File: config.mk
export PLATFORM = sky130hd
export DESIGN_NAME = latm_to_adts_repacker_top_flat
export DESIGN_NICKNAME = d
export VERILOG_FILES = /design/src/rtl/latm2adts_pkg.sv /design/src/rtl/latm2adts_if.sv /design/src/rtl/latm2adts_ctrl.sv /design/src/rtl/latm2adts_dp.sv /design/src/rtl/latm_to_adts_repacker_top.sv /design/src/flat_wrapper.sv
export SDC_FILE = /design/constraint.sdc
export NUM_CORES = 1
export LEC_CHECK = 0
export ABC_AREA = 1
export BUFFER_PORTS_ARGS = -buffer_cell sky130_fd_sc_hd__clkbuf_2
export CAP_MARGIN = 40
export CELL_PAD_IN_SITES_DETAIL_PLACEMENT = 0
export CELL_PAD_IN_SITES_GLOBAL_PLACEMENT = 1
export CORE_UTILIZATION = 45
export DETAILED_ROUTE_END_ITERATION = 10
export PLACE_DENSITY_LB_ADDON = 0.12
export SLEW_MARGIN = 25
export SYNTH_ARGS = -nofsm -noshare
export SYNTH_HDL_FRONTEND = slang
export SYNTH_SLANG_ARGS = --single-unit
File: constraint.sdc
create_clock -name clk -period 5.69 [get_ports clk]
set_input_delay 0.8535 -clock clk [delete_from_list [all_inputs] [get_ports clk]]
set_output_delay 0.8535 -clock clk [all_outputs]
set_load 0.05 [all_outputs]
File: src/rtl/latm2adts_pkg.sv
package latm2adts_pkg;

  typedef enum logic [4:0] {
    PH_USE_SAME, PH_VERSION, PH_VERSION_A, PH_SKIP7, PH_NPROG, PH_NLAYER,
    PH_AOT, PH_AOT_EXT, PH_SRI, PH_RATE24, PH_CHAN, PH_PEEK, PH_ESRI,
    PH_ERATE24, PH_AOT2, PH_AOT2_EXT, PH_FRAMELEN, PH_DEPENDS, PH_SKIPDELAY,
    PH_EXTFLAG, PH_SKIPEXT3, PH_FLT, PH_SKIPFLT, PH_OTHER, PH_OTHERCHUNK,
    PH_CRC, PH_SKIPCRC, PH_LEN, PH_PAY, PH_DONE, PH_DROP
  } ph_t;

  typedef enum logic [3:0] {
    CS_IDLE = 4'b0001,
    CS_BIT  = 4'b0010,
    CS_HDR  = 4'b0100,
    CS_END  = 4'b1000
  } ctrl_st_t;

  typedef struct packed {
    logic       load;
    logic       bit_step;
    logic       hdr_emit;
    logic [2:0] hdr_idx;
    logic       end_step;
  } cmd_t;

  typedef struct packed {
    logic src_empty;
    logic out_free;
    logic hdr_start;
  } status_t;

  localparam logic [2:0]  HDR_LAST_IDX = 3'd6;
  localparam logic [15:0] MAX_SLOT     = 16'd8184;
  localparam logic [23:0] RATE_MIN     = 24'd7350;
  localparam logic [23:0] RATE_MAX     = 24'd96000;
  localparam logic [23:0] RATE_SBR_MAX = 24'd24000;
  localparam logic [7:0]  LEN_ESCAPE   = 8'd255;
  localparam logic [10:0] FULLNESS     = 11'h7ff;

  function automatic logic [16:0] rate_of(input logic [3:0] idx);
    logic [16:0] r;
    case (idx)
      4'd0:    r = 17'd96000;
      4'd1:    r = 17'd88200;
      4'd2:    r = 17'd64000;
      4'd3:    r = 17'd48000;
      4'd4:    r = 17'd44100;
      4'd5:    r = 17'd32000;
      4'd6:    r = 17'd24000;
      4'd7:    r = 17'd22050;
      4'd8:    r = 17'd16000;
      4'd9:    r = 17'd12000;
      4'd10:   r = 17'd11025;
      4'd11:   r = 17'd8000;
      4'd12:   r = 17'd7350;
      default: r = 17'd0;
    endcase
    return r;
  endfunction

  function automatic logic rate_ok(input logic [23:0] r);
    return (r >= RATE_MIN) && (r <= RATE_MAX);
  endfunction

  // index+1 of the doubled core rate in the table, 0 when absent
  function automatic logic [4:0] double_idx(input logic [23:0] core);
    logic [24:0] dbl;
    logic [4:0]  f;
    dbl = {core, 1'b0};
    f = 5'd0;
    for (int i = 12; i >= 0; i--) begin
      if (dbl == {8'd0, rate_of(4'(i))}) begin
        f = 5'(i + 1);
      end
    end
    return f;
  endfunction

  function automatic logic [5:0] escaped_type(input logic [5:0] v);
    return v[5] ? 6'd63 : {1'b1, v[4:0]};
  endfunction

endpackage

File: src/rtl/latm2adts_if.sv
interface latm_in_if;
  logic       valid;
  logic       ready;
  logic [7:0] data_byte;
  logic       element_end;
  modport source (output valid, output data_byte, output element_end, input ready);
  modport sink (input valid, input data_byte, input element_end, output ready);
endinterface

interface latm_out_if;
  logic       valid;
  logic       ready;
  logic [7:0] out_byte;
  logic       out_last;
  logic       frame_bad;
  logic [3:0] rate_index_out;
  logic [4:0] ext_rate_index_out;
  logic [3:0] channel_count;
  modport source (output valid, output out_byte, output out_last, output frame_bad,
                  output rate_index_out, output ext_rate_index_out,
                  output channel_count, input ready);
  modport sink (input valid, input out_byte, input out_last, input frame_bad,
                input rate_index_out, input ext_rate_index_out,
                input channel_count, output ready);
endinterface

File: src/rtl/latm2adts_ctrl.sv
module latm2adts_ctrl (
  input  logic                   clk,
  input  logic                   rst_n,
  input  logic                   in_valid,
  output logic                   in_ready,
  input  latm2adts_pkg::status_t st,
  output latm2adts_pkg::cmd_t    cmd
);

  latm2adts_pkg::ctrl_st_t state_r, state_nxt;
  logic [2:0] idx_r, idx_nxt;

  always_comb begin
    state_nxt = state_r;
    idx_nxt = idx_r;
    cmd = '0;
    cmd.hdr_idx = idx_r;
    in_ready = 1'b0;
    case (state_r)
      latm2adts_pkg::CS_IDLE: begin
        in_ready = 1'b1;
        if (in_valid) begin
          cmd.load = 1'b1;
          state_nxt = latm2adts_pkg::CS_BIT;
        end
      end
      latm2adts_pkg::CS_BIT: begin
        if (st.src_empty) begin
          state_nxt = latm2adts_pkg::CS_END;
        end else if (st.out_free) begin
          cmd.bit_step = 1'b1;
          if (st.hdr_start) begin
            idx_nxt = 3'd0;
            state_nxt = latm2adts_pkg::CS_HDR;
          end
        end
      end
      latm2adts_pkg::CS_HDR: begin
        if (st.out_free) begin
          cmd.hdr_emit = 1'b1;
          if (idx_r == latm2adts_pkg::HDR_LAST_IDX) begin
            state_nxt = latm2adts_pkg::CS_BIT;
          end else begin
            idx_nxt = idx_r + 3'd1;
          end
        end
      end
      latm2adts_pkg::CS_END: begin
        if (st.out_free) begin
          cmd.end_step = 1'b1;
          state_nxt = latm2adts_pkg::CS_IDLE;
        end
      end
      default: state_nxt = latm2adts_pkg::CS_IDLE;
    endcase
  end

  always_ff @(posedge clk) begin
    if (!rst_n) begin
      state_r <= latm2adts_pkg::CS_IDLE;
      idx_r <= 3'd0;
    end else begin
      state_r <= state_nxt;
      idx_r <= idx_nxt;
    end
  end

endmodule

File: src/rtl/latm2adts_dp.sv
module latm2adts_dp (
  input  logic                   clk,
  input  logic                   rst_n,
  input  logic [7:0]             data_byte,
  input  logic                   element_end,
  input  latm2adts_pkg::cmd_t    cmd,
  output latm2adts_pkg::status_t st,
  output logic                   out_valid,
  input  logic                   out_ready,
  output logic [7:0]             out_byte,
  output logic                   out_last,
  output logic                   frame_bad,
  output logic [3:0]             rate_index_out,
  output logic [4:0]             ext_rate_index_out,
  output logic [3:0]             channel_count
);

  logic [7:0]  byte_sr_r, byte_sr_nxt;
  logic [3:0]  bits_left_r, bits_left_nxt;
  logic        end_r, end_nxt;
  logic [8:0]  rpl_sr_r, rpl_sr_nxt;
  logic [3:0]  rpl_left_r, rpl_left_nxt;
  latm2adts_pkg::ph_t ph_r, ph_nxt;
  logic [4:0]  fc_r, fc_nxt;
  logic [23:0] win_r, win_nxt;
  logic        cv_r, cv_nxt;
  logic [5:0]  ot_r, ot_nxt;
  logic [2:0]  lt_r, lt_nxt;
  logic [3:0]  ri_r, ri_nxt;
  logic [4:0]  eri_r, eri_nxt;
  logic [3:0]  cs_r, cs_nxt;
  logic [23:0] core_r, core_nxt;
  logic [15:0] pl_r, pl_nxt;
  logic [12:0] rem_r, rem_nxt;
  logic        ov_r, ov_nxt;
  logic [7:0]  ob_r, ob_nxt;
  logic        ol_r, ol_nxt;
  logic        obad_r, obad_nxt;
  logic [3:0]  ori_r, ori_nxt;
  logic [4:0]  oeri_r, oeri_nxt;
  logic [3:0]  occ_r, occ_nxt;

  logic        b;
  logic [23:0] v;
  logic [16:0] len_sum;
  logic [15:0] len_sat;
  logic [4:0]  dbl_f;
  logic        emit;
  logic [7:0]  e_byte;
  logic        e_last;
  logic        e_bad;
  logic        hdr_go;
  logic [12:0] adts_len;
  logic [1:0]  prof;
  logic        ph_active;

  assign b = (rpl_left_r != 4'd0) ? rpl_sr_r[8] : byte_sr_r[7];
  assign v = {win_r[22:0], b};
  assign len_sum = {1'b0, pl_r} + {9'd0, v[7:0]};
  assign len_sat = len_sum[16] ? 16'hffff : len_sum[15:0];
  assign dbl_f = latm2adts_pkg::double_idx(core_r);
  assign adts_len = pl_r[12:0] + 13'd7;
  assign prof = (ot_r == 6'd1) ? 2'd0 : (ot_r == 6'd2) ? 2'd1 :
                (ot_r == 6'd3) ? 2'd2 : 2'd3;
  assign ph_active = (ph_r != latm2adts_pkg::PH_DONE) && (ph_r != latm2adts_pkg::PH_DROP);

  assign hdr_go = ph_active && (ph_r == latm2adts_pkg::PH_LEN) && (fc_r <= 5'd1) &&
                  (v[7:0] != latm2adts_pkg::LEN_ESCAPE) && (len_sat <= latm2adts_pkg::MAX_SLOT);

  assign st.src_empty = (bits_left_r == 4'd0) && (rpl_left_r == 4'd0);
  assign st.out_free = !ov_r || out_ready;
  assign st.hdr_start = hdr_go;

  always_comb begin
    byte_sr_nxt = byte_sr_r;
    bits_left_nxt = bits_left_r;
    end_nxt = end_r;
    rpl_sr_nxt = rpl_sr_r;
    rpl_left_nxt = rpl_left_r;
    ph_nxt = ph_r;
    fc_nxt = fc_r;
    win_nxt = win_r;
    cv_nxt = cv_r;
    ot_nxt = ot_r;
    lt_nxt = lt_r;
    ri_nxt = ri_r;
    eri_nxt = eri_r;
    cs_nxt = cs_r;
    core_nxt = core_r;
    pl_nxt = pl_r;
    rem_nxt = rem_r;
    emit = 1'b0;
    e_byte = 8'd0;
    e_last = 1'b0;
    e_bad = 1'b0;

    if (cmd.load) begin
      byte_sr_nxt = data_byte;
      bits_left_nxt = 4'd8;
      end_nxt = element_end;
    end else if (cmd.bit_step) begin
      if (rpl_left_r != 4'd0) begin
        rpl_sr_nxt = {rpl_sr_r[7:0], 1'b0};
        rpl_left_nxt = rpl_left_r - 4'd1;
      end else begin
        byte_sr_nxt = {byte_sr_r[6:0], 1'b0};
        bits_left_nxt = bits_left_r - 4'd1;
      end
      if (ph_active) begin
        if (fc_r > 5'd1) begin
          fc_nxt = fc_r - 5'd1;
          win_nxt = v;
        end else begin
          win_nxt = '0;
          fc_nxt = 5'd1;
          case (ph_r)
            latm2adts_pkg::PH_USE_SAME: begin
              if (v[0]) begin
                if (!cv_r || (lt_r != 3'd0)) begin
                  ph_nxt = latm2adts_pkg::PH_DROP;
                end else begin
                  ph_nxt = latm2adts_pkg::PH_LEN;
                  fc_nxt = 5'd8;
                end
              end else begin
                ph_nxt = latm2adts_pkg::PH_VERSION;
              end
            end
            latm2adts_pkg::PH_VERSION: begin
              if (v[0]) begin
                ph_nxt = latm2adts_pkg::PH_VERSION_A;
              end else begin
                ph_nxt = latm2adts_pkg::PH_SKIP7;
                fc_nxt = 5'd7;
              end
            end
            latm2adts_pkg::PH_VERSION_A: begin
              ph_nxt = latm2adts_pkg::PH_DROP;
              if (!v[0]) cv_nxt = 1'b0;
            end
            latm2adts_pkg::PH_SKIP7: begin
              ph_nxt = latm2adts_pkg::PH_NPROG;
              fc_nxt = 5'd4;
            end
            latm2adts_pkg::PH_NPROG: begin
              if (v[3:0] != 4'd0) begin
                cv_nxt = 1'b0;
                ph_nxt = latm2adts_pkg::PH_DROP;
              end else begin
                ph_nxt = latm2adts_pkg::PH_NLAYER;
                fc_nxt = 5'd3;
              end
            end
            latm2adts_pkg::PH_NLAYER: begin
              if (v[2:0] != 3'd0) begin
                cv_nxt = 1'b0;
                ph_nxt = latm2adts_pkg::PH_DROP;
              end else begin
                ph_nxt = latm2adts_pkg::PH_AOT;
                fc_nxt = 5'd5;
              end
            end
            latm2adts_pkg::PH_AOT, latm2adts_pkg::PH_AOT2: begin
              if (v[4:0] == 5'd31) begin
                ph_nxt = (ph_r == latm2adts_pkg::PH_AOT) ? latm2adts_pkg::PH_AOT_EXT :
                         latm2adts_pkg::PH_AOT2_EXT;
                fc_nxt = 5'd6;
              end else begin
                ot_nxt = {1'b0, v[4:0]};
                if (ph_r == latm2adts_pkg::PH_AOT) begin
                  ph_nxt = latm2adts_pkg::PH_SRI;
                  fc_nxt = 5'd4;
                end else begin
                  ph_nxt = latm2adts_pkg::PH_FRAMELEN;
                end
              end
            end
            latm2adts_pkg::PH_AOT_EXT: begin
              ot_nxt = latm2adts_pkg::escaped_type(v[5:0]);
              ph_nxt = latm2adts_pkg::PH_SRI;
              fc_nxt = 5'd4;
            end
            latm2adts_pkg::PH_AOT2_EXT: begin
              ot_nxt = latm2adts_pkg::escaped_type(v[5:0]);
              ph_nxt = latm2adts_pkg::PH_FRAMELEN;
            end
            latm2adts_pkg::PH_SRI: begin
              ri_nxt = v[3:0];
              if (v[3:0] == 4'd15) begin
                ph_nxt = latm2adts_pkg::PH_RATE24;
                fc_nxt = 5'd24;
              end else begin
                core_nxt = {7'd0, latm2adts_pkg::rate_of(v[3:0])};
                ph_nxt = latm2adts_pkg::PH_CHAN;
                fc_nxt = 5'd4;
              end
            end
            latm2adts_pkg::PH_RATE24: begin
              core_nxt = v;
              ph_nxt = latm2adts_pkg::PH_CHAN;
              fc_nxt = 5'd4;
            end
            latm2adts_pkg::PH_CHAN, latm2adts_pkg::PH_PEEK: begin
              if (ph_r == latm2adts_pkg::PH_CHAN) begin
                cs_nxt = v[3:0];
                eri_nxt = 5'd0;
              end
              if ((ph_r == latm2adts_pkg::PH_CHAN) &&
                  (!latm2adts_pkg::rate_ok(core_r) || (v[3:0] == 4'd0) || v[3])) begin
                // a rejected channel setup keeps the extension index
                eri_nxt = eri_r;
                cv_nxt = 1'b0;
                ph_nxt = latm2adts_pkg::PH_DROP;
              end else if ((ph_r == latm2adts_pkg::PH_CHAN) && (ot_r == 6'd5)) begin
                ph_nxt = latm2adts_pkg::PH_ESRI;
                fc_nxt = 5'd4;
              end else if ((ph_r == latm2adts_pkg::PH_CHAN) && (ot_r == 6'd26)) begin
                ph_nxt = latm2adts_pkg::PH_PEEK;
                fc_nxt = 5'd9;
              end else if ((ph_r == latm2adts_pkg::PH_PEEK) &&
                           !((v[7:6] != 2'd0) && (v[5:0] == 6'd0))) begin
                ph_nxt = latm2adts_pkg::PH_ESRI;
                fc_nxt = 5'd4;
              end else if ((core_r <= latm2adts_pkg::RATE_SBR_MAX) && (dbl_f == 5'd0)) begin
                cv_nxt = 1'b0;
                ph_nxt = latm2adts_pkg::PH_DROP;
              end else begin
                if (core_r <= latm2adts_pkg::RATE_SBR_MAX) eri_nxt = dbl_f;
                ph_nxt = latm2adts_pkg::PH_FRAMELEN;
              end
              if (ph_r == latm2adts_pkg::PH_PEEK) begin
                rpl_sr_nxt = v[8:0];
                rpl_left_nxt = 4'd9;
              end
            end
            latm2adts_pkg::PH_ESRI: begin
              eri_nxt = {1'b0, v[3:0]} + 5'd1;
              if (v[3:0] == 4'd15) begin
                ph_nxt = latm2adts_pkg::PH_ERATE24;
                fc_nxt = 5'd24;
              end else if (!latm2adts_pkg::rate_ok({7'd0, latm2adts_pkg::rate_of(v[3:0])})) begin
                cv_nxt = 1'b0;
                ph_nxt = latm2adts_pkg::PH_DROP;
              end else begin
                ph_nxt = latm2adts_pkg::PH_AOT2;
                fc_nxt = 5'd5;
              end
            end
            latm2adts_pkg::PH_ERATE24: begin
              if (!latm2adts_pkg::rate_ok(v)) begin
                cv_nxt = 1'b0;
                ph_nxt = latm2adts_pkg::PH_DROP;
              end else begin
                ph_nxt = latm2adts_pkg::PH_AOT2;
                fc_nxt = 5'd5;
              end
            end
            latm2adts_pkg::PH_FRAMELEN: begin
              if (v[0]) begin
                cv_nxt = 1'b0;
                ph_nxt = latm2adts_pkg::PH_DROP;
              end else begin
                ph_nxt = latm2adts_pkg::PH_DEPENDS;
              end
            end
            latm2adts_pkg::PH_DEPENDS: begin
              if (v[0]) begin
                ph_nxt = latm2adts_pkg::PH_SKIPDELAY;
                fc_nxt = 5'd14;
              end else begin
                ph_nxt = latm2adts_pkg::PH_EXTFLAG;
              end
            end
            latm2adts_pkg::PH_SKIPDELAY: ph_nxt = latm2adts_pkg::PH_EXTFLAG;
            latm2adts_pkg::PH_EXTFLAG: begin
              if (v[0]) begin
                ph_nxt = latm2adts_pkg::PH_SKIPEXT3;
              end else begin
                ph_nxt = latm2adts_pkg::PH_FLT;
                fc_nxt = 5'd3;
              end
            end
            latm2adts_pkg::PH_SKIPEXT3: begin
              ph_nxt = latm2adts_pkg::PH_FLT;
              fc_nxt = 5'd3;
            end
            latm2adts_pkg::PH_FLT: begin
              lt_nxt = v[2:0];
              ph_nxt = latm2adts_pkg::PH_SKIPFLT;
              case (v[2:0])
                3'd0:    fc_nxt = 5'd8;
                3'd1:    fc_nxt = 5'd9;
                3'd2:    ph_nxt = latm2adts_pkg::PH_OTHER;
                3'd3, 3'd4, 3'd5: fc_nxt = 5'd6;
                default: fc_nxt = 5'd1;
              endcase
            end
            latm2adts_pkg::PH_SKIPFLT: ph_nxt = latm2adts_pkg::PH_OTHER;
            latm2adts_pkg::PH_OTHER, latm2adts_pkg::PH_OTHERCHUNK: begin
              if ((ph_r == latm2adts_pkg::PH_OTHER) ? v[0] : v[8]) begin
                ph_nxt = latm2adts_pkg::PH_OTHERCHUNK;
                fc_nxt = 5'd9;
              end else begin
                ph_nxt = latm2adts_pkg::PH_CRC;
              end
            end
            latm2adts_pkg::PH_CRC, latm2adts_pkg::PH_SKIPCRC: begin
              if ((ph_r == latm2adts_pkg::PH_CRC) && v[0]) begin
                ph_nxt = latm2adts_pkg::PH_SKIPCRC;
                fc_nxt = 5'd8;
              end else begin
                cv_nxt = 1'b1;
                if (lt_r != 3'd0) begin
                  ph_nxt = latm2adts_pkg::PH_DROP;
                end else begin
                  ph_nxt = latm2adts_pkg::PH_LEN;
                  fc_nxt = 5'd8;
                end
              end
            end
            latm2adts_pkg::PH_LEN: begin
              pl_nxt = len_sat;
              if (v[7:0] == latm2adts_pkg::LEN_ESCAPE) begin
                ph_nxt = latm2adts_pkg::PH_LEN;
                fc_nxt = 5'd8;
              end else if (len_sat > latm2adts_pkg::MAX_SLOT) begin
                emit = 1'b1;
                e_last = 1'b1;
                e_bad = 1'b1;
                ph_nxt = latm2adts_pkg::PH_DROP;
              end else begin
                rem_nxt = len_sat[12:0];
                if (len_sat == 16'd0) begin
                  ph_nxt = latm2adts_pkg::PH_DONE;
                end else begin
                  ph_nxt = latm2adts_pkg::PH_PAY;
                  fc_nxt = 5'd8;
                end
              end
            end
            latm2adts_pkg::PH_PAY: begin
              rem_nxt = rem_r - 13'd1;
              emit = 1'b1;
              e_byte = v[7:0];
              e_last = (rem_nxt == 13'd0);
              if (rem_nxt == 13'd0) begin
                ph_nxt = latm2adts_pkg::PH_DONE;
              end else begin
                ph_nxt = latm2adts_pkg::PH_PAY;
                fc_nxt = 5'd8;
              end
            end
            default: ph_nxt = latm2adts_pkg::PH_DROP;
          endcase
        end
      end
    end else if (cmd.hdr_emit) begin
      emit = 1'b1;
      case (cmd.hdr_idx)
        3'd0: e_byte = 8'hff;
        3'd1: e_byte = 8'hf1;
        3'd2: e_byte = {prof, ri_r, 1'b1, cs_r[2]};
        3'd3: e_byte = {cs_r[1:0], 4'hf, adts_len[12:11]};
        3'd4: e_byte = adts_len[10:3];
        3'd5: e_byte = {adts_len[2:0], latm2adts_pkg::FULLNESS[10:6]};
        3'd6: begin
          e_byte = {latm2adts_pkg::FULLNESS[5:0], 2'b00};
          e_last = (pl_r == 16'd0);
        end
        default: e_byte = 8'd0;
      endcase
    end else if (cmd.end_step) begin
      if (end_r) begin
        if (ph_r == latm2adts_pkg::PH_PAY) begin
          emit = 1'b1;
          e_last = 1'b1;
          e_bad = 1'b1;
        end else if ((ph_r >= latm2adts_pkg::PH_VERSION) &&
                     (ph_r <= latm2adts_pkg::PH_SKIPCRC)) begin
          cv_nxt = 1'b0;
        end
        pl_nxt = 16'd0;
        rem_nxt = 13'd0;
        ph_nxt = latm2adts_pkg::PH_USE_SAME;
        fc_nxt = 5'd1;
        win_nxt = '0;
      end
    end
  end

  always_comb begin
    ov_nxt = ov_r;
    ob_nxt = ob_r;
    ol_nxt = ol_r;
    obad_nxt = obad_r;
    ori_nxt = ori_r;
    oeri_nxt = oeri_r;
    occ_nxt = occ_r;
    if (emit) begin
      ov_nxt = 1'b1;
      ob_nxt = e_byte;
      ol_nxt = e_last;
      obad_nxt = e_bad;
      ori_nxt = ri_r;
      oeri_nxt = eri_r;
      occ_nxt = (cs_r == 4'd7) ? 4'd8 : cs_r;
    end else if (out_ready) begin
      ov_nxt = 1'b0;
    end
  end

  always_ff @(posedge clk) begin
    if (!rst_n) begin
      bits_left_r <= 4'd0;
      rpl_left_r <= 4'd0;
      end_r <= 1'b0;
      ph_r <= latm2adts_pkg::PH_USE_SAME;
      fc_r <= 5'd1;
      win_r <= '0;
      cv_r <= 1'b0;
      ot_r <= 6'd0;
      lt_r <= 3'd0;
      ri_r <= 4'd0;
      eri_r <= 5'd0;
      cs_r <= 4'd0;
      core_r <= 24'd0;
      pl_r <= 16'd0;
      rem_r <= 13'd0;
      ov_r <= 1'b0;
    end else begin
      bits_left_r <= bits_left_nxt;
      rpl_left_r <= rpl_left_nxt;
      end_r <= end_nxt;
      ph_r <= ph_nxt;
      fc_r <= fc_nxt;
      win_r <= win_nxt;
      cv_r <= cv_nxt;
      ot_r <= ot_nxt;
      lt_r <= lt_nxt;
      ri_r <= ri_nxt;
      eri_r <= eri_nxt;
      cs_r <= cs_nxt;
      core_r <= core_nxt;
      pl_r <= pl_nxt;
      rem_r <= rem_nxt;
      ov_r <= ov_nxt;
    end
  end

  always_ff @(posedge clk) begin
    byte_sr_r <= byte_sr_nxt;
    rpl_sr_r <= rpl_sr_nxt;
    ob_r <= ob_nxt;
    ol_r <= ol_nxt;
    obad_r <= obad_nxt;
    ori_r <= ori_nxt;
    oeri_r <= oeri_nxt;
    occ_r <= occ_nxt;
  end

  assign out_valid = ov_r;
  assign out_byte = ob_r;
  assign out_last = ol_r;
  assign frame_bad = obad_r;
  assign rate_index_out = ori_r;
  assign ext_rate_index_out = oeri_r;
  assign channel_count = occ_r;

endmodule

File: src/rtl/latm_to_adts_repacker_top.sv
// Operation: a request is taken only in the idle state, then the element bits are stepped
// through one per cycle while the output register is free; a new byte is taken only after
// the current one is done: accept, bit steps, an empty check, an end step.
// The 9-bit lookahead in the config is replayed bit by bit; each emitted byte needs a free
// output register, so the seven header bytes and output stalls hold back the bit steps.
// Reset (rst_n low, synchronous): config invalid, parser at start of element, no output.
module latm_to_adts_repacker_top (
  input  logic        clk,
  input  logic        rst_n,
  latm_in_if.sink     in_ch,
  latm_out_if.source  out_ch
);

  latm2adts_pkg::cmd_t    cmd;
  latm2adts_pkg::status_t st;
  logic                   in_ready;

  latm2adts_ctrl u_ctrl (
    .clk      (clk),
    .rst_n    (rst_n),
    .in_valid (in_ch.valid),
    .in_ready (in_ready),
    .st       (st),
    .cmd      (cmd)
  );

  latm2adts_dp u_dp (
    .clk                (clk),
    .rst_n              (rst_n),
    .data_byte          (in_ch.data_byte),
    .element_end        (in_ch.element_end),
    .cmd                (cmd),
    .st                 (st),
    .out_valid          (out_ch.valid),
    .out_ready          (out_ch.ready),
    .out_byte           (out_ch.out_byte),
    .out_last           (out_ch.out_last),
    .frame_bad          (out_ch.frame_bad),
    .rate_index_out     (out_ch.rate_index_out),
    .ext_rate_index_out (out_ch.ext_rate_index_out),
    .channel_count      (out_ch.channel_count)
  );

  assign in_ch.ready = in_ready;

endmodule

File: src/flat_wrapper.sv
// flat-port wrapper written by rule: the top's interface ports become plain ports
module latm_to_adts_repacker_top_flat 
  (clk, rst_n, in_ch_valid, in_ch_data_byte, in_ch_element_end, in_ch_ready, out_ch_valid, out_ch_out_byte, out_ch_out_last, out_ch_frame_bad, out_ch_rate_index_out, out_ch_ext_rate_index_out, out_ch_channel_count, out_ch_ready);
  latm_in_if in_ch_i ();
  latm_out_if out_ch_i ();
  input  logic clk;
  input  logic rst_n;
  input wire logic [$bits(in_ch_i.valid)-1:0] in_ch_valid;
  input wire logic [$bits(in_ch_i.data_byte)-1:0] in_ch_data_byte;
  input wire logic [$bits(in_ch_i.element_end)-1:0] in_ch_element_end;
  output wire logic [$bits(in_ch_i.ready)-1:0] in_ch_ready;
  output wire logic [$bits(out_ch_i.valid)-1:0] out_ch_valid;
  output wire logic [$bits(out_ch_i.out_byte)-1:0] out_ch_out_byte;
  output wire logic [$bits(out_ch_i.out_last)-1:0] out_ch_out_last;
  output wire logic [$bits(out_ch_i.frame_bad)-1:0] out_ch_frame_bad;
  output wire logic [$bits(out_ch_i.rate_index_out)-1:0] out_ch_rate_index_out;
  output wire logic [$bits(out_ch_i.ext_rate_index_out)-1:0] out_ch_ext_rate_index_out;
  output wire logic [$bits(out_ch_i.channel_count)-1:0] out_ch_channel_count;
  input wire logic [$bits(out_ch_i.ready)-1:0] out_ch_ready;
  assign in_ch_i.valid = in_ch_valid;
  assign in_ch_i.data_byte = in_ch_data_byte;
  assign in_ch_i.element_end = in_ch_element_end;
  assign in_ch_ready = in_ch_i.ready;
  assign out_ch_valid = out_ch_i.valid;
  assign out_ch_out_byte = out_ch_i.out_byte;
  assign out_ch_out_last = out_ch_i.out_last;
  assign out_ch_frame_bad = out_ch_i.frame_bad;
  assign out_ch_rate_index_out = out_ch_i.rate_index_out;
  assign out_ch_ext_rate_index_out = out_ch_i.ext_rate_index_out;
  assign out_ch_channel_count = out_ch_i.channel_count;
  assign out_ch_i.ready = out_ch_ready;
  latm_to_adts_repacker_top u_core (.clk(clk), .rst_n(rst_n), .in_ch(in_ch_i), .out_ch(out_ch_i));
endmodule
==> reports/metrics.cfg, run 1 <==
[status]
outcome = finished, final reports clean

[drt]
drt_wl_total_um = 38200
post_drt_wl_per_cell_um = 17.9
num_vias = 12100
drc = 0
dr.pass1.iters = 5
vias_per_cell = 5.68
drtIter0Drc = 1415
detail-route-antenna-nets = 0

[pwr]
ir_worst_vdd_uv = 293
powerDensity_nw_per_um2 = 272
cellLeakagePower_nw = 5.77

[global_route]
grtUsageTotal_pct = 29.7
grt_overflow = 0
grt_pass1_vias = 11100
grt_max_degree = 57
grt_first_pass_wirelength_um = 60900
antenna_found_initial = 0

[clocking]
cts_root_buf = clkbuf_16
cts_sinks = 166
clock_latency_ps = 450
path_clk_slew_ps = 80
postCtsSetupRepairBufs = 0
cts.path.max_buffers = 2
cts_hold_buf = 0
cts_max_level = 4
cts_resized = 0
numCtsBuffers = 17
cts_tree = done

[layout]
layout-drive-gt1-share_pct = 6.94
diodes = 0
fin_nets = 1834
areaGrowthSynthToFinish_pct = 9.03

[floorplanning]
io_pins = 38
coreArea_um2 = 25100
start_util_pct = 45.6
fp.dieW_um = 162
dieArea_um2 = 26100
die_h_um = 162
row_count = 58

[synth]
synthTopCellsByCount = nand2_1 (412), inv_1 (245), nor2_1 (217), a21oi_1 (146), dfxtp_1 (126)
synth_edf_count = 40
syn-num-nets = 1824
ys_seq_elements = 166
syn_inst = 1779
synth_area_leader_cell = dfxtp_1
syn_area_um2 = 11500
yosysMostFrequentCell = nand2_1
synth_cell_types = 54
yosysWarnings = 0
synth_flop_cell = dfxtp_1
synth_top_area_share_pct = 22.0
synth.avg_cell_area_um2 = 6.44
synth-seq-area-share_pct = 32.5
synth_area_leaders = dfxtp_1 (22%), nand2_1 (14%), edfxtp_1 (10%)
async_flop_share_pct = 0

[sta]
min_period_ps = 4230
setup_viol = 0
setup_slack_ps = 1460
min_period_over_period_pct = 74.4
tightestPinTransition_ps = 831
finClkSkew_ps = 22.9
report.final.slew_viol_count = 0
setup_tns_ps = 0
rsz0062_at_grt = false
slew_headroom_pct = 44.5
fmax_mhz = 236
hold_viol_final = 0

[placed_design]
post-dp-hpwl_um = 28800
dp_slack_ps = 1530
port_buffers = 37
gp_congestion = 0.976

[job]
maxCapViolCount = 0

[setup_path]
start_kind = flop
path_class = reg2reg
critPathMaxFanout = 22
end_kind = flop
worstPathArrival_ps = 4340
required_ps = 5800

[min_path]
hold_class = reg2reg

-- state kept, by name, summed over array words and instances (netlist names), 5 cells and up --
| signal | flops |
|---|---|
| u_core.u_dp.ph_r | 5 |
| u_core.u_dp.ot_r | 6 |
| u_core.u_dp.win_r | 23 |
| u_core.u_dp.eri_r | 5 |
| u_core.u_dp.byte_sr_r | 8 |
| u_core.u_dp.ext_rate_index_out | 5 |
| u_core.u_dp.rpl_sr_r | 9 |
| u_core.u_dp.pl_r | 16 |
| u_core.u_dp.out_byte | 8 |
| u_core.u_dp.rem_r | 13 |
| u_core.u_dp.fc_r | 5 |
| u_core.u_dp.core_r | 24 |
-- final timing paths --
kind                                  start                           end  slack, ps  depth (start not counted)
setup / recovery  u_core.u_dp.rpl_left_r[0]  u_core.u_dp.channel_count[1]       1460                         22
hold / removal       u_core.u_dp.core_r[20]        u_core.u_dp.core_r[20]        470                          2
setup reg to reg  u_core.u_dp.rpl_left_r[0]  u_core.u_dp.channel_count[1]       1460                         22
hold reg to reg      u_core.u_dp.core_r[20]        u_core.u_dp.core_r[20]        470                          2
-- report_power, final --
group	switching [W]	internal, W
logic	0.000575	0.000231
registers	0.0000410	0.00129
clock network	0.000556	0.000704
total	0.00117	0.00223
-- cell families after synthesis --
family / Yosys count / synth area share [%]
simple gates: 891 / 33.8
xor+xnor: 19 / 1.45
fa+ha+maj: 32 / 3.56
flops: 166 / 32.5
buf+inv: 320 / 11.0
compound gates: 351 / 17.6
-- through the flow --
stage          util (%)  cell area, µm²  power (W)  hold WS [ps]  std cells
5_1_grt            49.7           12500    0.00356           477       2132
3_5_place_dp       47.3           11900    0.00215           453       2100
3_3_place_gp       47.2           11900    0.00215           446       2097
6_report           49.7           12500    0.00340           468       2132
4_1_cts            49.7           12500    0.00341           467       2132
2_1_floorplan         -           11500    0.00193           409       1779
-- cell usage in the layout, fill, tap and decap left out, types with 4 or more instances in the layout --
cell type  instances
inv_1            245
o211ai_1          13
nor2_1           217
nor2_2             7
nand2_2            5
clkinv_4           5
clkbuf_16         17
a21oi_1          146
o2111ai_1          7
o21ai_0          112
inv_2             11
nand3_2            5
nand2_1          412
edfxtp_1          40
o21bai_1           5
nor4_1            19
nor3_1            48
ha_1              31
clkinv_1           5
clkbuf_2          37
nand4_1           43
a31oi_1            7
dfxtp_1          126
nand3_1          114
buf_4             13
xor2_1            16
a211oi_1          37
nand3b_1           5
nor2_4             4
-- critical path, cell delays in order, from the launching register on --
cell and delay [ps]:
dfxtp_1 330, inv_1 60, ha_1 220, nand3_2 240, clkinv_1 290, nand2_1 120
nand2_1 100, ha_1 250, fa_1 410, nand3_1 100, nand3_1 160, nand2_1 140
nand2_2 90, nand2_1 70, nand2_1 80, nand2_1 120, nand2_1 60, nor2_1 140
nand3_1 150, a21oi_1 210, nand2_1 80, nand3_1 150, buf_4 310
-- cell type report --
| type | count | area [µm²] |
|---|---|---|
| well taps | 330 | 413 |
| inverters | 260 | 976 |
| multi-input cells | 1293 | 6470 |
| repair buffers | 51 | 288 |
| fillers | 2688 | 12600 |
| clock inverters | 15 | 194 |
| clock buffers | 17 | 425 |
| flip-flops and latches | 166 | 3720 |
-- metal layers --
| metal | global-route usage (%) | up-vias | wire length, µm | part of all wire, % |
|---|---|---|---|---|
| met5 | 0 | - | 0 | 0 |
| met4 | 8.88 | 0 | 884 | 2.3 |
| met3 | 4.31 | 84 | 3000 | 7.9 |
| met2 | 43.8 | 510 | 15900 | 42 |
| met1 | 44.4 | 5588 | 18500 | 48 |
| li1 | - | 5930 | - | - |
Note: power is estimated with default switching activity, not from simulation.
==> inputs of run 2 (changes only) <==
==> constraint.sdc (replaced) <==
create_clock -name clk -period 4.1 [get_ports clk]
set_input_delay 0.615 -clock clk [delete_from_list [all_inputs] [get_ports clk]]
set_output_delay 0.615 -clock clk [all_outputs]
set_load 0.05 [all_outputs]
==> reports/metrics.cfg, run 2 (synthesis results as in run 1) <==
[status]
outcome = finished, final reports clean  ; unchanged

[sta]
rsz0062_at_grt = false  ; unchanged
finClkSkew_ps = 18.2  ; was 22.9 ps
setup_viol = 0  ; unchanged
fmax_mhz = 277  ; was 236 MHz
hold_viol_final = 0  ; unchanged
report.final.slew_viol_count = 0  ; unchanged
slew_headroom_pct = 49.7  ; was 44.5%
min_period_over_period_pct = 88.2  ; was 74.4%
setup_tns_ps = 0  ; unchanged
tightestPinTransition_ps = 752  ; was 831 ps
min_period_ps = 3620  ; was 4230 ps
whs_ps = 444  ; was 468 ps

[setup_path]
required_ps = 4440  ; was 5800 ps
r2r_cells = 21  ; was 22
end_kind = flop  ; unchanged
worst_r2r_endpoint = u_core.u_dp.rem_r[8]  ; was u_core.u_dp.channel_count[1]
worstPathArrival_ps = 3950  ; was 4340 ps
ff2ff_setup_slack_ps = 480  ; was 1460 ps
start_kind = flop  ; unchanged
critPathMaxFanout = 26  ; was 22
path_class = reg2reg  ; unchanged
timing.rr.start = u_core.u_dp.rpl_left_r[0]  ; unchanged

[layout]
layout-drive-gt1-share_pct = 7.61  ; was 6.94%
mostFrequentLayoutCells = nand2_1 (412), inv_1 (245), nor2_1 (217)  ; unchanged
final_common_cell = nand2_1  ; unchanged
diodes = 0  ; unchanged
fin_nets = 1846  ; was 1834
top_regs = u_core.u_dp.core_r: 24 flops, u_core.u_dp.win_r: 23 flops, u_core.u_dp.pl_r: 16 flops  ; unchanged
largest_reg_flops = 24  ; unchanged
final_cells = 2144  ; was 2132
areaGrowthSynthToFinish_pct = 9.61  ; was 9.03%
regMostFlops = u_core.u_dp.core_r  ; unchanged
final_util_pct = 50.0  ; was 49.7%

[floorplanning]
start_util_pct = 45.6  ; unchanged
die_h_um = 162  ; unchanged
fp.dieW_um = 162  ; unchanged
row_count = 58  ; unchanged
dieArea_um2 = 26100  ; unchanged
coreArea_um2 = 25100  ; unchanged
io_pins = 38  ; unchanged

[clocking]
numCtsBuffers = 17  ; unchanged
cts_resized = 0  ; unchanged
cts_max_level = 4  ; unchanged
cts_tree = done  ; unchanged
clock_latency_ps = 440  ; was 450 ps
path_clk_slew_ps = 80  ; about the same
postCtsSetupRepairBufs = 0  ; unchanged
cts_root_buf = clkbuf_16  ; unchanged
cts.path.max_buffers = 2  ; unchanged
cts_hold_buf = 0  ; unchanged
cts_sinks = 166  ; unchanged

[global_route]
grt_first_pass_wirelength_um = 60700  ; was 60900 µm
grt_overflow = 0  ; unchanged
grt_pass1_vias = 10900  ; was 11100
grt_max_degree = 56  ; was 57
grtUsageTotal_pct = 29.8  ; was 29.7%
antenna_found_initial = 0  ; unchanged

[drt]
drt_wl_total_um = 38400  ; was 38200 µm
num_vias = 12000  ; was 12100
detail-route-antenna-nets = 0  ; unchanged
vias_per_cell = 5.59  ; was 5.68
drtIter0Drc = 1304  ; was 1415
drc = 0  ; unchanged
dr.pass1.iters = 8  ; was 5
post_drt_wl_per_cell_um = 17.9  ; about the same

[min_path]
holdPathEnd = u_core.u_dp.byte_sr_r[3]  ; was u_core.u_dp.core_r[20]
hold_class = in2reg  ; was reg2reg
hold_depth = 3  ; was 2
hp-start = in_ch_data_byte[3]  ; was u_core.u_dp.core_r[20]

[placed_design]
dp.cells = 2111  ; was 2100
post-dp-hpwl_um = 29200  ; was 28800 µm
port_buffers = 37  ; unchanged
gp_congestion = 0.947  ; was 0.976

[pwr]
ir_worst_vdd_uv = 238  ; was 293 µV
powerDensity_nw_per_um2 = 365  ; was 272 nW/µm²
cellLeakagePower_nw = 5.81  ; was 5.77 nW

[job]
maxCapViolCount = 0  ; unchanged

## run 2: how the worst max path moves through the flow
stage | to | slack (ps) | cells past startpoint | startpoint
5_1_grt | u_core.u_dp.out_valid | 80 | 25 | u_core.u_dp.rpl_left_r[0]
3_5_place_dp | u_core.u_dp.rem_r[8] | 510 | 21 | u_core.u_dp.rpl_left_r[0]
3_3_place_gp | u_core.u_dp.rem_r[2] | 610 | 21 | u_core.u_dp.rpl_left_r[0]
2_1_floorplan | u_core.u_dp.out_valid | 240 | 25 | u_core.u_dp.rpl_left_r[0]
4_1_cts | u_core.u_dp.rem_r[2] | 490 | 21 | u_core.u_dp.rpl_left_r[0]
6_report | u_core.u_dp.rem_r[8] | 480 | 21 | u_core.u_dp.rpl_left_r[0]
## run 2: worst max-delay path, stage by stage (launching register included)
cell      delay, ps
dfxtp_1         330
inv_1            60
ha_1            210
nand3_2         100
clkinv_1         80
nand2_1          60
nand2_1          70
ha_1            240
fa_1            420
nand3_1         100
nand3_1         170
nand3_2         130
nand2_2         100
nand2_4         110
nand2_1          70
nor2_1           90
nand3_1         200
o21bai_4        250
nand3_2          80
nand4_4         310
o21bai_1        260
nor2_1           60
## run 2: per-stage QoR
stage	cell area [µm²]	power, W	setup WS (ps)
after floorplan	11500	0.00268	237
after global placement	12000	0.00299	609
after detailed placement	12000	0.00299	514
after CTS	12500	0.00459	495
after global routing	12600	0.00482	82.2
final	12600	0.00459	483
## run 2: per-layer routing
metal | global-route usage [%] | up-vias | share of wire (%)
li1 | - | 5936 | -
met1 | 45.2 | 5498 | 49
met2 | 43.0 | 505 | 41
met3 | 4.93 | 47 | 7.9
met4 | 7.93 | 0 | 1.6
met5 | 0 | - | 0
## run 2: power breakdown
part / internal, W / total, W / switching (W)
Combinational: 0.000332 / 0.00114 / 0.000804
Sequential: 0.00179 / 0.00185 / 0.0000552
Clock: 0.000807 / 0.00160 / 0.000798
Total: 0.00293 / 0.00459 / 0.00166
## run 2: cell type report
| cell class | count | area, µm² |
|---|---|---|
| timing repair buffer | 63 | 405 |
| multi-input combinational | 1293 | 6470 |
| clock inverter | 14 | 134 |
| sequential | 166 | 3720 |
| tap | 330 | 413 |
| inverter | 260 | 976 |
| fill | 2627 | 12600 |
| clock buffer | 18 | 429 |
==> inputs of run 3 (changes only) <==
--- a/config.mk
+++ b/config.mk
@@ -16,4 +16,5 @@
 export SLEW_MARGIN = 25
 export SYNTH_ARGS = -nofsm -noshare
 export SYNTH_HDL_FRONTEND = slang
+export SYNTH_HIERARCHICAL = 1
 export SYNTH_SLANG_ARGS = --single-unit
==> reports/metrics.cfg, run 3 <==
[drt]
dr.pass1.iters = 6  ; was 8
drt_wl_total_um = 38500  ; was 38400 µm
drc = 0  ; unchanged
drtIter0Drc = 1166  ; was 1304
detail-route-antenna-nets = 0  ; unchanged
num_vias = 11900  ; was 12000
post_drt_wl_per_cell_um = 18.0  ; was 17.9 µm
vias_per_cell = 5.58  ; was 5.59

[clocking]
numCtsBuffers = 17  ; unchanged
cts_hold_buf = 0  ; unchanged
path_clk_slew_ps = 70  ; was 80 ps
cts_tree = done  ; unchanged
cts_root_buf = clkbuf_16  ; unchanged
cts_max_level = 4  ; unchanged
clock_latency_ps = 430  ; was 440 ps
cts.path.max_buffers = 2  ; unchanged
cts_sinks = 166  ; unchanged

[min_path]
hold_class = in2reg  ; unchanged
hp-start = in_ch_element_end  ; was in_ch_data_byte[3]
holdPathEnd = u_core/u_dp/end_r  ; was u_core.u_dp.byte_sr_r[3]
hold_depth = 3  ; unchanged

[global_route]
grt_overflow = 0  ; unchanged
grt_max_degree = 50  ; was 56
grt_first_pass_wirelength_um = 60600  ; was 60700 µm
antenna_found_initial = 0  ; unchanged
grtUsageTotal_pct = 30.1  ; was 29.8%
grt_pass1_vias = 10900  ; about the same

[sta]
finClkSkew_ps = 15.9  ; was 18.2 ps
rsz0062_at_grt = false  ; unchanged
setup_viol = 0  ; unchanged
setup_tns_ps = 0  ; unchanged
tightestPinTransition_ps = 805  ; was 752 ps
hold_viol_final = 0  ; unchanged
min_period_over_period_pct = 91.3  ; was 88.2%
fmax_mhz = 267  ; was 277 MHz
report.final.slew_viol_count = 0  ; unchanged
slew_headroom_pct = 46.3  ; was 49.7%
min_period_ps = 3740  ; was 3620 ps

[synth]
ys_seq_elements = 166  ; unchanged
synth_top_family_by_area = simple AND/OR/NAND/NOR gates  ; unchanged
synth.area.mux_share_pct = 0  ; unchanged
synth_edf_count = 40  ; unchanged
async_flop_share_pct = 0  ; unchanged
synth-seq-area-share_pct = 33.0  ; was 32.5%
synthAdderAreaFrac_pct = 3.28  ; was 3.56%
syn_area_um2 = 11300  ; was 11500 µm²
synth_compound_area_share_pct = 15.1  ; was 17.6%
syn-num-nets = 1806  ; was 1824
synth_xor_area_share_pct = 1.24  ; was 1.45%
syn_inst = 1764  ; was 1779
synth_area_leader_cell = dfxtp_1  ; unchanged
synth.avg_cell_area_um2 = 6.40  ; was 6.44 µm²
synth_top_area_share_pct = 22.3  ; was 22.0%
synth_cell_types = 48  ; was 54
yosysMostFrequentCell = nand2_1  ; unchanged
synth_area_leaders = dfxtp_1 (22%), nand2_1 (15%), edfxtp_1 (11%)  ; was dfxtp_1 (22%), nand2_1 (14%), edfxtp_1 (10%)
yosys.area_share.simple_pct = 37.9  ; was 33.8%
synthTopCellsByCount = nand2_1 (462), nor2_1 (208), inv_1 (201), a21oi_1 (130), nand3_1 (128)  ; was nand2_1 (412), inv_1 (245), nor2_1 (217), a21oi_1 (146), dfxtp_1 (126)
yosysWarnings = 6  ; was 0
synth_flop_cell = dfxtp_1  ; unchanged

[layout]
regMostFlops = u_core/u_dp/core_r  ; was u_core.u_dp.core_r
areaGrowthSynthToFinish_pct = 10.3  ; was 9.61%
largest_reg_flops = 24  ; unchanged
top_regs = u_core/u_dp/core_r: 24 flops, u_core/u_dp/win_r: 23 flops, u_core/u_dp/pl_r: 16 flops  ; was u_core.u_dp.core_r: 24 flops, u_core.u_dp.win_r: 23 flops, u_core.u_dp.pl_r: 16 flops
fin_nets = 1838  ; was 1846
mostFrequentLayoutCells = nand2_1 (462), nor2_1 (207), inv_1 (201)  ; was nand2_1 (412), inv_1 (245), nor2_1 (217)
final_cell_area_um2 = 12500  ; was 12600 µm²
final_common_cell = nand2_1  ; unchanged
diodes = 0  ; unchanged
layout-drive-gt1-share_pct = 9.67  ; was 7.61%

[placed_design]
port_buffers = 37  ; unchanged
placed_cell_area_um2 = 11900  ; was 12000 µm²
post-dp-hpwl_um = 29600  ; was 29200 µm
gp_congestion = 0.952  ; was 0.947

[setup_path]
start_kind = flop  ; unchanged
ff2ff_setup_slack_ps = 360  ; was 480 ps
required_ps = 4200  ; was 4440 ps
worst_r2r_endpoint = u_core/u_dp/ext_rate_index_out[3]  ; was u_core.u_dp.rem_r[8]
timing.rr.start = u_core/u_dp/rpl_left_r[0]  ; was u_core.u_dp.rpl_left_r[0]
r2r_cells = 22  ; was 21
path_class = reg2reg  ; unchanged
end_kind = flop  ; unchanged
worstPathArrival_ps = 3840  ; was 3950 ps
critPathMaxFanout = 24  ; was 26

[pwr]
cellLeakagePower_nw = 5.53  ; was 5.81 nW
powerDensity_nw_per_um2 = 360  ; was 365 nW/µm²
ir_worst_vdd_uv = 251  ; was 238 µV

[floorplanning]
die_h_um = 160  ; was 162 µm
start_util_pct = 46.2  ; was 45.6%
row_count = 57  ; was 58
coreArea_um2 = 24500  ; was 25100 µm²
fp.dieW_um = 160  ; was 162 µm
io_pins = 38  ; unchanged
dieArea_um2 = 25700  ; was 26100 µm²

[job]
maxCapViolCount = 0  ; unchanged

[status]
outcome = finished, final reports clean  ; unchanged

-- run 3: cell count changes after synthesis, sizes merged, moves of 8 or more --
cell / before / now
nor3: 50 / 63
a21oi: 146 / 135
inv: 255 / 217
nand2: 419 / 480
nand3: 119 / 134
o211ai: 13 / 5
a211oi: 37 / 10
-- run 3: final cells by class --
| class | instances | area, µm² |
|---|---|---|
| Fill cell | 2579 | 12000 |
| Multi-Input combinational cell | 1322 | 6510 |
| Sequential cell | 166 | 3720 |
| Inverter | 221 | 830 |
| Clock buffer | 18 | 429 |
| Timing Repair Buffer | 68 | 415 |
| Tap cell | 324 | 405 |
| Clock inverter | 14 | 141 |
-- run 3: how the worst max path moves through the flow --
stage | from | to
2_1_floorplan | u_core/u_dp/rpl_left_r[0] | u_core/u_dp/channel_count[0]
3_3_place_gp | u_core/u_dp/rpl_left_r[0] | u_core/u_ctrl/state_r[1]
3_5_place_dp | u_core/u_dp/rpl_left_r[0] | u_core/u_ctrl/state_r[1]
4_1_cts | u_core/u_dp/rpl_left_r[0] | u_core/u_ctrl/state_r[1]
5_1_grt | u_core/u_dp/rpl_left_r[1] | u_core/u_ctrl/idx_r[1]
6_report | u_core/u_dp/rpl_left_r[0] | u_core/u_dp/ext_rate_index_out[3]
-- run 3: cell families (layout without fill, tap and decap cells) --
group                    after synthesis  count (layout)
flip-flops                           166             166
XOR/XNOR                              16              16
AO/OA/AOI/OAI                        304             304
AND/OR/NAND/NOR                      973             973
adder cells (fa/ha/maj)               29              29
buffers and inverters                276             321
-- run 3: through the flow --
stage	instances	power [W]	setup WS [ps]	hold WS, ps	utilization [%]
final	2133	0.00449	356	441	50.9
after global routing	2133	0.00469	43.4	443	50.9
after CTS	2132	0.00450	309	423	50.9
after detailed placement	2100	0.00289	323	451	48.5
after global placement	2100	0.00289	434	452	48.5
after floorplan	1764	0.00259	261	420	-
-- run 3: power breakdown --
part	internal [W]	switching [W]
clock	0.000859	0.000762
combinational	0.000300	0.000743
sequential	0.00178	0.0000483
-- run 3: repair_timing --
action | 4_1_cts | 5_1_grt
gates resized for setup | 0 | 1
setup endpoints to repair | 0 | 5
setup buffers | 0 | 0
-- run 3: worst max-delay path, stage by stage (launching register included) --
cell	delay [ps]
dfxtp_1	320
inv_1	60
ha_1	220
nand3_1	130
inv_1	70
nand2_1	60
nand2_1	120
ha_1	250
fa_1	410
nand3_1	160
nand3_1	160
nand2_2	140
nand2_4	80
nand3_1	80
nand2_1	70
nand2_1	110
nand2_1	60
nor2_1	130
nand3_2	110
nand2_4	120
nand2_1	120
o22ai_2	100
buf_4	320
-- run 3: layer usage --
metal	vias up	GRT usage, %	wire length, µm
met4	0	7.49	637
met2	435	45.1	16500
met5	-	0	0
met1	5521	45.3	18600
li1	5904	-	-
met3	36	3.98	2720
